<file path="config.mk">
export PLATFORM = sky130hd
export DESIGN_NAME = linear_interp_resampler_core
export DESIGN_NICKNAME = d
export VERILOG_FILES = /design/src/hw/rtl/lir_pkg.sv /design/src/hw/rtl/lir_front.sv /design/src/hw/rtl/lir_queue.sv /design/src/hw/rtl/lir_back.sv /design/src/hw/rtl/linear_interp_resampler_core.sv
export VERILOG_INCLUDE_DIRS = /design/src /design/src/hw/rtl
export SDC_FILE = /design/constraint.sdc
export NUM_CORES = 2
export LEC_CHECK = 0
export BUFFER_PORTS_ARGS = -buffer_cell sky130_fd_sc_hd__buf_2
export CAP_MARGIN = 15
export CORE_UTILIZATION = 40
export CTS_CLUSTER_DIAMETER = 50
export DETAILED_ROUTE_END_ITERATION = 10
export MAX_ROUTING_LAYER = met4
export PLACE_DENSITY = 0.59
export SYNTH_ARGS = -nofsm -noshare
export SYNTH_HDL_FRONTEND = slang
export SYNTH_SLANG_ARGS = --single-unit
</file>
<file path="constraint.sdc">
create_clock -name aclk -period 27.3 [get_ports aclk]
set_input_delay 1.365 -clock aclk [delete_from_list [all_inputs] [get_ports aclk]]
set_output_delay 1.365 -clock aclk [all_outputs]
set_load 0.01 [all_outputs]
</file>
<file path="src/hw/rtl/linear_interp_resampler_core_defines.svh">
// Assertion helpers used by the resampler back part.
`ifndef LINEAR_INTERP_RESAMPLER_CORE_DEFINES_SVH
`define LINEAR_INTERP_RESAMPLER_CORE_DEFINES_SVH

// Same-cycle implication, checked on every rising edge of aclk outside reset.
`define LIR_ASSERT_IMPLIES(label, ante, cons, msg) \
    label: assert property (@(posedge aclk) disable iff (!aresetn) (ante) |-> (cons)) \
        else $error(msg);

// Next-cycle implication, checked on every rising edge of aclk outside reset.
`define LIR_ASSERT_NEXT(label, ante, cons, msg) \
    label: assert property (@(posedge aclk) disable iff (!aresetn) (ante) |=> (cons)) \
        else $error(msg);

`endif

</file>
<file path="src/hw/rtl/lir_pkg.sv">
package lir_pkg;

    // Fixed field widths.
    localparam int SAMPLE_W = 16;
    localparam int STEP_W   = 18;
    localparam int PHASE_W  = 19;
    // Wide enough for (a << 16) plus a 17 x 17 bit product.
    localparam int ACC_W    = 35;

    // Defaults for the top-level parameters.
    localparam int DEF_FRAC_BITS = 12;
    localparam int DEF_MAX_RUN   = 64;

    // Queue between the front and back parts.
    localparam int Q_DEPTH = 2;
    localparam int Q_PTR_W = 1;
    localparam int Q_CNT_W = 2;

    // Register indexes on the configuration port.
    localparam logic [1:0] REG_STEP_SIZE       = 2'd0;
    localparam logic [1:0] REG_SOURCE_FORMAT   = 2'd1;
    localparam logic [1:0] REG_SOURCE_CHANNELS = 2'd2;
    localparam logic [1:0] REG_DEST_CHANNELS   = 2'd3;

    // Encodings.
    localparam logic       FMT_U8     = 1'b0;
    localparam logic [1:0] CH_MONO    = 2'd1;
    localparam logic [1:0] CH_STEREO  = 2'd2;

    // Reset values of the registers.
    localparam logic [STEP_W-1:0] RST_STEP_SIZE       = 18'd4096;
    localparam logic              RST_SOURCE_FORMAT   = 1'b1;
    localparam logic [1:0]        RST_SOURCE_CHANNELS = 2'd2;
    localparam logic [1:0]        RST_DEST_CHANNELS   = 2'd2;

    typedef struct packed {
        logic [STEP_W-1:0] step_size;
        logic              source_format;
        logic [1:0]        source_channels;
        logic [1:0]        dest_channels;
    } cfg_t;

    // One decoded frame as it waits in the queue.
    typedef struct packed {
        logic signed [SAMPLE_W-1:0] left;
        logic signed [SAMPLE_W-1:0] right;
        logic                       mono_dst;
    } frame_t;

    // Handshake between the queue and its neighbours.
    typedef struct packed {
        logic push;
        logic pop;
    } q_ctrl_t;

    typedef struct packed {
        logic full;
        logic not_empty;
    } q_stat_t;

    typedef enum logic [1:0] {
        ST_IDLE,
        ST_MUL,
        ST_EMIT
    } back_state_t;

endpackage

</file>
<file path="src/hw/rtl/lir_front.sv">
// Front part: takes source words, decodes them to signed 16 bit and applies
// the channel mapping before they enter the queue.
module lir_front (
    input  logic                                       s_tvalid,
    output logic                                       s_tready,
    input  logic [31:0]                                s_tdata,
    input  lir_pkg::cfg_t                              cfg,
    input  logic                                       q_full,
    output logic                                       push,
    output lir_pkg::frame_t                            frame
);

    logic signed [lir_pkg::SAMPLE_W-1:0] dec_l;
    logic signed [lir_pkg::SAMPLE_W-1:0] dec_r;
    logic signed [lir_pkg::SAMPLE_W-1:0] src_r;
    logic signed [lir_pkg::SAMPLE_W:0]   sum_lr;
    logic                                mono_dst;

    // Sample decode: u8 becomes (x - 128) * 256, which is the top bit
    // inverted and shifted up by a byte.
    always_comb begin
        if (cfg.source_format == lir_pkg::FMT_U8) begin
            dec_l = {~s_tdata[7], s_tdata[6:0], 8'h00};
            dec_r = {~s_tdata[23], s_tdata[22:16], 8'h00};
        end else begin
            dec_l = s_tdata[15:0];
            dec_r = s_tdata[31:16];
        end
    end

    // Channel mapping: mono source duplicates left, mono destination takes
    // the floor of the average.
    always_comb begin
        mono_dst = (cfg.dest_channels == lir_pkg::CH_MONO);
        src_r    = (cfg.source_channels == lir_pkg::CH_STEREO) ? dec_r : dec_l;
        sum_lr   = {dec_l[lir_pkg::SAMPLE_W-1], dec_l} + {src_r[lir_pkg::SAMPLE_W-1], src_r};
        if (mono_dst) begin
            frame.left  = sum_lr[lir_pkg::SAMPLE_W:1];
            frame.right = sum_lr[lir_pkg::SAMPLE_W:1];
        end else begin
            frame.left  = dec_l;
            frame.right = src_r;
        end
        frame.mono_dst = mono_dst;
    end

    assign s_tready = !q_full;
    assign push     = s_tvalid && !q_full;

endmodule

</file>
<file path="src/hw/rtl/lir_queue.sv">
// Short queue of decoded frames between the front and back parts.
module lir_queue (
    input  logic              aclk,
    input  logic              aresetn,
    input  lir_pkg::q_ctrl_t  ctrl,
    input  lir_pkg::frame_t   wr_frame,
    output lir_pkg::q_stat_t  stat,
    output lir_pkg::frame_t   rd_frame
);

    lir_pkg::frame_t              mem [lir_pkg::Q_DEPTH];
    logic [lir_pkg::Q_PTR_W-1:0]  wr_ptr_reg;
    logic [lir_pkg::Q_PTR_W-1:0]  rd_ptr_reg;
    logic [lir_pkg::Q_CNT_W-1:0]  cnt_reg;
    logic [lir_pkg::Q_PTR_W-1:0]  wr_ptr_next;
    logic [lir_pkg::Q_PTR_W-1:0]  rd_ptr_next;
    logic [lir_pkg::Q_CNT_W-1:0]  cnt_next;

    // Pointer and fill count update.
    always_comb begin
        wr_ptr_next = wr_ptr_reg;
        rd_ptr_next = rd_ptr_reg;
        cnt_next    = cnt_reg;
        if (ctrl.push) begin
            wr_ptr_next = wr_ptr_reg + 1'b1;
        end
        if (ctrl.pop) begin
            rd_ptr_next = rd_ptr_reg + 1'b1;
        end
        if (ctrl.push && !ctrl.pop) begin
            cnt_next = cnt_reg + 1'b1;
        end else if (!ctrl.push && ctrl.pop) begin
            cnt_next = cnt_reg - 1'b1;
        end
    end

    always_ff @(posedge aclk) begin
        if (!aresetn) begin
            wr_ptr_reg <= '0;
            rd_ptr_reg <= '0;
            cnt_reg    <= '0;
        end else begin
            wr_ptr_reg <= wr_ptr_next;
            rd_ptr_reg <= rd_ptr_next;
            cnt_reg    <= cnt_next;
        end
    end

    // Frame storage.
    always_ff @(posedge aclk) begin
        if (ctrl.push) begin
            mem[wr_ptr_reg] <= wr_frame;
        end
    end

    assign rd_frame       = mem[rd_ptr_reg];
    assign stat.full      = (cnt_reg == lir_pkg::Q_CNT_W'(lir_pkg::Q_DEPTH));
    assign stat.not_empty = (cnt_reg != '0);

endmodule

</file>
<file path="src/hw/rtl/lir_back.sv">
`include "linear_interp_resampler_core_defines.svh"

// Back part: holds the previous frame and the phase, and runs the
// interpolation for the frame at the head of the queue, making each output word
// by a multiply, then an add and shift into the output register once it is free.
module lir_back #(
    parameter int FRAC_BITS = lir_pkg::DEF_FRAC_BITS,
    parameter int MAX_RUN   = lir_pkg::DEF_MAX_RUN
) (
    input  logic                          aclk,
    input  logic                          aresetn,
    input  logic [lir_pkg::STEP_W-1:0]    step_size,
    input  logic                          q_valid,
    input  lir_pkg::frame_t               q_frame,
    output logic                          pop,
    output logic                          m_tvalid,
    input  logic                          m_tready,
    output logic [31:0]                   m_tdata,
    output logic                          m_tlast
);

    localparam int PW    = lir_pkg::PHASE_W;
    localparam int SW    = lir_pkg::SAMPLE_W;
    localparam int AW    = lir_pkg::ACC_W;
    localparam int PRODW = 2 * (SW + 1);
    localparam int CNT_W = $clog2(MAX_RUN + 1);
    localparam logic [PW-1:0] ONE = {{(PW-1){1'b0}}, 1'b1} << FRAC_BITS;

    lir_pkg::back_state_t      state_reg, state_next;
    logic [PW-1:0]             phase_reg, phase_next;
    logic signed [SW-1:0]      prev_l_reg, prev_l_next;
    logic signed [SW-1:0]      prev_r_reg, prev_r_next;
    logic [CNT_W-1:0]          cnt_reg, cnt_next;
    logic                      m_valid_reg, m_valid_next;
    logic                      m_last_reg, m_last_next;
    logic signed [SW-1:0]      out_l_reg, out_l_next;
    logic signed [SW-1:0]      out_r_reg, out_r_next;
    logic signed [PRODW-1:0]   prod_l_reg, prod_l_next;
    logic signed [PRODW-1:0]   prod_r_reg, prod_r_next;

    logic [PW-1:0]             phase_adv;
    logic [PW-1:0]             phase_end;
    logic                      run_done;
    logic                      out_free;
    logic signed [SW:0]        diff_l;
    logic signed [SW:0]        diff_r;
    logic signed [SW:0]        frac;
    logic signed [AW-1:0]      acc_l;
    logic signed [AW-1:0]      acc_r;

    // Run control: the phase after this output and whether the run ends.
    always_comb begin
        phase_adv = phase_reg + {1'b0, step_size};
        run_done  = (phase_adv >= ONE) || (cnt_reg == CNT_W'(MAX_RUN - 1));
        phase_end = (phase_adv >= ONE) ? (phase_adv - ONE) : '0;
        out_free  = !m_valid_reg || m_tready;
    end

    // Interpolation as a + (b - a) * p, then a floor shift by FRAC_BITS.
    always_comb begin
        diff_l = {q_frame.left[SW-1], q_frame.left} - {prev_l_reg[SW-1], prev_l_reg};
        diff_r = {q_frame.right[SW-1], q_frame.right} - {prev_r_reg[SW-1], prev_r_reg};
        frac   = {1'b0, phase_reg[SW-1:0]};
        acc_l  = ({{(AW-SW){prev_l_reg[SW-1]}}, prev_l_reg} <<< FRAC_BITS)
                 + {{(AW-PRODW){prod_l_reg[PRODW-1]}}, prod_l_reg};
        acc_r  = ({{(AW-SW){prev_r_reg[SW-1]}}, prev_r_reg} <<< FRAC_BITS)
                 + {{(AW-PRODW){prod_r_reg[PRODW-1]}}, prod_r_reg};
    end

    // Next state.
    always_comb begin
        state_next = state_reg;
        case (state_reg)
            lir_pkg::ST_IDLE: begin
                if (q_valid && (phase_reg < ONE)) begin
                    state_next = lir_pkg::ST_MUL;
                end
            end
            lir_pkg::ST_MUL: begin
                state_next = lir_pkg::ST_EMIT;
            end
            lir_pkg::ST_EMIT: begin
                if (out_free) begin
                    state_next = run_done ? lir_pkg::ST_IDLE : lir_pkg::ST_MUL;
                end
            end
            default: begin
                state_next = lir_pkg::ST_IDLE;
            end
        endcase
    end

    // Datapath and output register updates.
    always_comb begin
        phase_next   = phase_reg;
        prev_l_next  = prev_l_reg;
        prev_r_next  = prev_r_reg;
        cnt_next     = cnt_reg;
        m_valid_next = m_valid_reg && !m_tready;
        m_last_next  = m_last_reg;
        out_l_next   = out_l_reg;
        out_r_next   = out_r_reg;
        prod_l_next  = prod_l_reg;
        prod_r_next  = prod_r_reg;
        pop          = 1'b0;
        case (state_reg)
            lir_pkg::ST_IDLE: begin
                // A frame that produces no output moves the phase on and becomes the previous frame.
                if (q_valid && (phase_reg >= ONE)) begin
                    pop         = 1'b1;
                    phase_next  = phase_reg - ONE;
                    prev_l_next = q_frame.left;
                    prev_r_next = q_frame.right;
                    cnt_next    = '0;
                end
            end
            lir_pkg::ST_MUL: begin
                prod_l_next = diff_l * frac;
                prod_r_next = diff_r * frac;
            end
            lir_pkg::ST_EMIT: begin
                if (out_free) begin
                    m_valid_next = 1'b1;
                    m_last_next  = run_done;
                    out_l_next   = acc_l[FRAC_BITS +: SW];
                    out_r_next   = q_frame.mono_dst ? '0 : acc_r[FRAC_BITS +: SW];
                    if (run_done) begin
                        pop         = 1'b1;
                        phase_next  = phase_end;
                        prev_l_next = q_frame.left;
                        prev_r_next = q_frame.right;
                        cnt_next    = '0;
                    end else begin
                        phase_next = phase_adv;
                        cnt_next   = cnt_reg + 1'b1;
                    end
                end
            end
            default: begin
                pop = 1'b0;
            end
        endcase
    end

    // Control state, phase, previous frame, run count and output valid.
    always_ff @(posedge aclk) begin
        if (!aresetn) begin
            state_reg   <= lir_pkg::ST_IDLE;
            phase_reg   <= ONE;
            prev_l_reg  <= '0;
            prev_r_reg  <= '0;
            cnt_reg     <= '0;
            m_valid_reg <= 1'b0;
        end else begin
            state_reg   <= state_next;
            phase_reg   <= phase_next;
            prev_l_reg  <= prev_l_next;
            prev_r_reg  <= prev_r_next;
            cnt_reg     <= cnt_next;
            m_valid_reg <= m_valid_next;
        end
    end

    // Products and output word.
    always_ff @(posedge aclk) begin
        prod_l_reg <= prod_l_next;
        prod_r_reg <= prod_r_next;
        out_l_reg  <= out_l_next;
        out_r_reg  <= out_r_next;
        m_last_reg <= m_last_next;
    end

    assign m_tvalid = m_valid_reg;
    assign m_tdata  = {out_r_reg, out_l_reg};
    assign m_tlast  = m_last_reg;

    `LIR_ASSERT_IMPLIES(a_run_phase_below_one, (state_reg != lir_pkg::ST_IDLE), (phase_reg < ONE), "run active with phase at or above one")
    `LIR_ASSERT_IMPLIES(a_pop_needs_frame, pop, q_valid, "queue popped while empty")
    `LIR_ASSERT_IMPLIES(a_run_count_bound, 1'b1, (cnt_reg <= CNT_W'(MAX_RUN - 1)), "run count past limit")
    `LIR_ASSERT_NEXT(a_pop_returns_idle, pop, (state_reg == lir_pkg::ST_IDLE), "frame retired without returning to idle")

endmodule

</file>
<file path="src/hw/rtl/linear_interp_resampler_core.sv">
// Each output word is made after its frame reaches the head of the queue: a multiply,
// then an add and shift into the output register once that register is free;
// a frame that gives no output leaves the queue from idle with no multiply.
// Input is taken while the 2-entry frame queue has room, so it overlaps the run.
// Reset (aresetn low, synchronous): registers return to their defaults, phase is
// one whole frame, previous frame is zero, queue and output register are empty.
module linear_interp_resampler_core #(
    parameter int FRAC_BITS = lir_pkg::DEF_FRAC_BITS,
    parameter int MAX_RUN   = lir_pkg::DEF_MAX_RUN
) (
    input  logic        aclk,
    input  logic        aresetn,
    // Input words.
    input  logic        s_tvalid,
    output logic        s_tready,
    input  logic [31:0] s_tdata,    // [15:0] sample_left, [31:16] sample_right
    // Output words.
    output logic        m_tvalid,
    input  logic        m_tready,
    output logic [31:0] m_tdata,    // [15:0] out_left, [31:16] out_right
    output logic        m_tlast,    // last_of_run
    // Configuration port.
    input  logic        psel,
    input  logic        penable,
    input  logic        pwrite,
    input  logic [3:0]  paddr,
    input  logic [31:0] pwdata,
    output logic [31:0] prdata,
    output logic        pready
);

    lir_pkg::cfg_t     cfg_reg, cfg_next;
    lir_pkg::q_ctrl_t  q_ctrl;
    lir_pkg::q_stat_t  q_stat;
    lir_pkg::frame_t   wr_frame;
    lir_pkg::frame_t   rd_frame;
    logic              cfg_wr;
    logic              q_push;
    logic              q_pop;

    assign pready = 1'b1;
    assign cfg_wr = psel && penable && pwrite;

    // Queue control gathered from the front and back parts.
    assign q_ctrl = '{push: q_push, pop: q_pop};

    // Register writes.
    always_comb begin
        cfg_next = cfg_reg;
        if (cfg_wr) begin
            case (paddr[3:2])
                lir_pkg::REG_STEP_SIZE:       cfg_next.step_size       = pwdata[lir_pkg::STEP_W-1:0];
                lir_pkg::REG_SOURCE_FORMAT:   cfg_next.source_format   = pwdata[0];
                lir_pkg::REG_SOURCE_CHANNELS: cfg_next.source_channels = pwdata[1:0];
                lir_pkg::REG_DEST_CHANNELS:   cfg_next.dest_channels   = pwdata[1:0];
                default:                      cfg_next = cfg_reg;
            endcase
        end
    end

    always_ff @(posedge aclk) begin
        if (!aresetn) begin
            cfg_reg.step_size       <= lir_pkg::RST_STEP_SIZE;
            cfg_reg.source_format   <= lir_pkg::RST_SOURCE_FORMAT;
            cfg_reg.source_channels <= lir_pkg::RST_SOURCE_CHANNELS;
            cfg_reg.dest_channels   <= lir_pkg::RST_DEST_CHANNELS;
        end else begin
            cfg_reg <= cfg_next;
        end
    end

    // Register reads.
    always_comb begin
        case (paddr[3:2])
            lir_pkg::REG_STEP_SIZE:       prdata = 32'(cfg_reg.step_size);
            lir_pkg::REG_SOURCE_FORMAT:   prdata = 32'(cfg_reg.source_format);
            lir_pkg::REG_SOURCE_CHANNELS: prdata = 32'(cfg_reg.source_channels);
            lir_pkg::REG_DEST_CHANNELS:   prdata = 32'(cfg_reg.dest_channels);
            default:                      prdata = '0;
        endcase
    end

    lir_front u_front (
        .s_tvalid (s_tvalid),
        .s_tready (s_tready),
        .s_tdata  (s_tdata),
        .cfg      (cfg_reg),
        .q_full   (q_stat.full),
        .push     (q_push),
        .frame    (wr_frame)
    );

    lir_queue u_queue (
        .aclk     (aclk),
        .aresetn  (aresetn),
        .ctrl     (q_ctrl),
        .wr_frame (wr_frame),
        .stat     (q_stat),
        .rd_frame (rd_frame)
    );

    lir_back #(
        .FRAC_BITS (FRAC_BITS),
        .MAX_RUN   (MAX_RUN)
    ) u_back (
        .aclk      (aclk),
        .aresetn   (aresetn),
        .step_size (cfg_reg.step_size),
        .q_valid   (q_stat.not_empty),
        .q_frame   (rd_frame),
        .pop       (q_pop),
        .m_tvalid  (m_tvalid),
        .m_tready  (m_tready),
        .m_tdata   (m_tdata),
        .m_tlast   (m_tlast)
    );

endmodule
</file>
==> impl_metrics.yaml <==
final_layout:
  fin_util: 0.437
  area_delta_synth_final_pct: 8.12
  layout-drive-gt1-share: 0.0814
  fillers: 7514
  nets: 4205
  multi_input_area_mm2: 0.0218
  largest_reg_flops: 66
  regArea_mm2: 0.00572
  final_common_cell: "inv_1"
  layout_common_cells: "inv_1, fa_1, nand2_1"
  final_cells: 4417
clock_tree:
  post_cts_resized: 0
  cts_buffers: 27
  cts_tree: "yes"
  cts_setup_buffers: 0
  clkTransAtPathRegs_ns: 0.06
  cts_hold_buf: 0
  clk-insertion-delay-late_ns: 0.58
  numClockSinks: 220
  root_buffer: "clkbuf_16"
  h-tree-depth: 1
  clockBufferDepth: 3
critical_path:
  arrival_ns: 10.21
  cp_slowest_cell: "fa_1"
  start_kind: "flip-flop"
  cp-end-kind: "flip-flop"
  worst_path_most_repeated_cell: "fa_1"
  crit_fanout: 33
  crit_type: "reg -> reg"
  critPathMaxStageDelay_ns: 0.54
  required_ns: 27.60
floorplan:
  rows: 101
  die_x_um: 279
  floorplan.initialDensity: 0.404
  design.core.area_mm2: 0.0758
  die_y_um: 279
  dieArea_mm2: 0.0777
  ios: 143
global_routing:
  antenna_found_initial: 0
  grt_pass1_vias: 22200
  grt_pass1_wl_um: 121000
  overflow: 0
  grt.total_usage: 0.203
  grt_max_degree: 61
run_status:
  outcome: "finished clean"
timing:
  tightestPinTransition_ns: 1.13
  slew_violations: 0
  max-slew-margin-rel: 0.247
  rsz0062_at_grt: "no"
  fin_ws_ns: 17.39
  finalSetupViolCount: 0
  fin_skew_ns: 0.0168
  hold_viol_final: 0
  timing.final.crit_period_ns: 9.91
  fin_tns_setup_ns: 0
  fmax_mhz: 101
  fin_crit_sh: 0.363
place:
  gp_congestion: 0.866
  place_ws_ns: 17.41
  dpl.hpwl_um: 57700
  io_buffers: 111
  place_inst: 4367
synth:
  synth-edff-count: 131
  syn_inst: 3370
  synth-seq-area-share: 0.187
  synth-main-ff-cell: "edfxtp_1"
  synth-seq-cells: 220
  ys_async_sr_fraction: 0
  yosysWarnings: 0
  synth_area_mm2: 0.0306
  ys_types: 77
  avgSynthCellArea_um2: 9.09
hold_path:
  min_path_type: "reg -> reg"
power_and_ir_drop:
  p_per_area_mw_per_mm2: 109
  p_leak_nw: 16.2
  ir_drop_uv: 112
detailed_routing:
  drt_pass1_iterations: 5
  via_per_inst: 4.94
  num_vias: 21800
  ant_nets: 0
  wl_per_cell_um: 17.0
  drtIter0Drc: 1276
  routed_wl_um: 75000
  drc: 0
run:
  maxCapViolations: 0
cells in the mapped netlist, drive strengths merged (28+ instances only):
| master | instances | area [um2] |
|---|---|---|
| nand2b | 35 | 219 |
| inv | 693 | 2610 |
| o21ai | 81 | 405 |
| fa | 466 | 9330 |
| mux2 | 40 | 450 |
| ha | 246 | 3080 |
| xor2 | 37 | 324 |
| a21boi | 31 | 233 |
| dfxtp | 89 | 1780 |
| clkbuf | 120 | 450 |
| a21oi | 85 | 429 |
| buf | 34 | 220 |
| edfxtp | 131 | 3930 |
| nor2 | 116 | 435 |
| nand2 | 430 | 1610 |
| nand3 | 84 | 420 |
| and2 | 247 | 1550 |
| o21a | 28 | 210 |
| xnor2 | 99 | 867 |
| nor2b | 48 | 300 |
per-layer routing:
layer | share of wire | vias up | GRT usage
li1 | - | 10500 | -
met1 | 0.47 | 10900 | 0.277
met3 | 0.036 | 68 | 0.0177
met5 | 0 | - | -
met2 | 0.48 | 365 | 0.333
met4 | 0.014 | 0 | 0.0323
layout make-up:
cell class	instances	area share
Sequential cell	220	0.173
Antenna cell	1	0.0000755
Multi-Input combinational cell	2315	0.658
Clock buffer	34	0.0218
Tap cell	978	0.0369
Inverter	694	0.0788
Timing Repair Buffer	160	0.0279
Clock inverter	15	0.00359
critical path: cells and delay by family (launching register included):
kind	cells	cell delay, ns
AOI/OAI and AO/OA	12	2.85
xor gates and xnor gates	3	0.37
adders and majority gates	8	3.55
buffers and inverters	6	0.80
DFF	1	0.31
muxes	1	0.47
and+or+nand+nor	5	1.25
path summary, 6_finish.rpt:
kind	from	endpoint	slack [ns]	depth (start not counted)
worst max-delay path	flip-flop	u_back.prod_l_reg[27]$_DFFE_PN_	17.39	35
worst max register to register	flip-flop	u_back.prod_l_reg[27]$_DFFE_PN_	17.39	35
worst min-delay path	u_back.prev_r_reg[1]$_SDFFE_PN0P_	u_back.prev_r_reg[1]$_SDFFE_PN0P_	0.47	2
worst min register to register	u_back.prev_r_reg[1]$_SDFFE_PN0P_	u_back.prev_r_reg[1]$_SDFFE_PN0P_	0.47	2
where the power goes:
group,leakage (nW),total (W),switching [W],internal [W]
Clock,0.417,0.000343,0.000152,0.000191
Combinational,13.8,0.00276,0.00174,0.00102
Sequential,1.93,0.000521,0.0000425,0.000478
kinds of logic (layout without fill, tap and decap cells):
kind of cell / Yosys count / in the layout / synth area share
multiplexers: 60 / 60 / 0.0216
XOR/XNOR: 138 / 138 / 0.0403
buffers and inverters: 848 / 903 / 0.107
flip-flops: 220 / 220 / 0.187
other: 2 / 16 / 0.000245
AO/OA/AOI/OAI: 335 / 335 / 0.0719
adder cells (fa/ha/maj): 712 / 712 / 0.405
AND/OR/NAND/NOR: 1055 / 1055 / 0.167
stage by stage:
stage | power [W] | cell area (um2) | hold WS, ns
after floorplan | 0.00237 | 30700 | 0.451
after global placement | 0.00329 | 32300 | 0.465
after detailed placement | 0.00329 | 32300 | 0.466
after CTS | 0.00367 | 33100 | 0.474
after global routing | 0.00397 | 33100 | 0.498
final | 0.00362 | 33100 | 0.475
No activity file was read; power rests on OpenSTA's default activity.
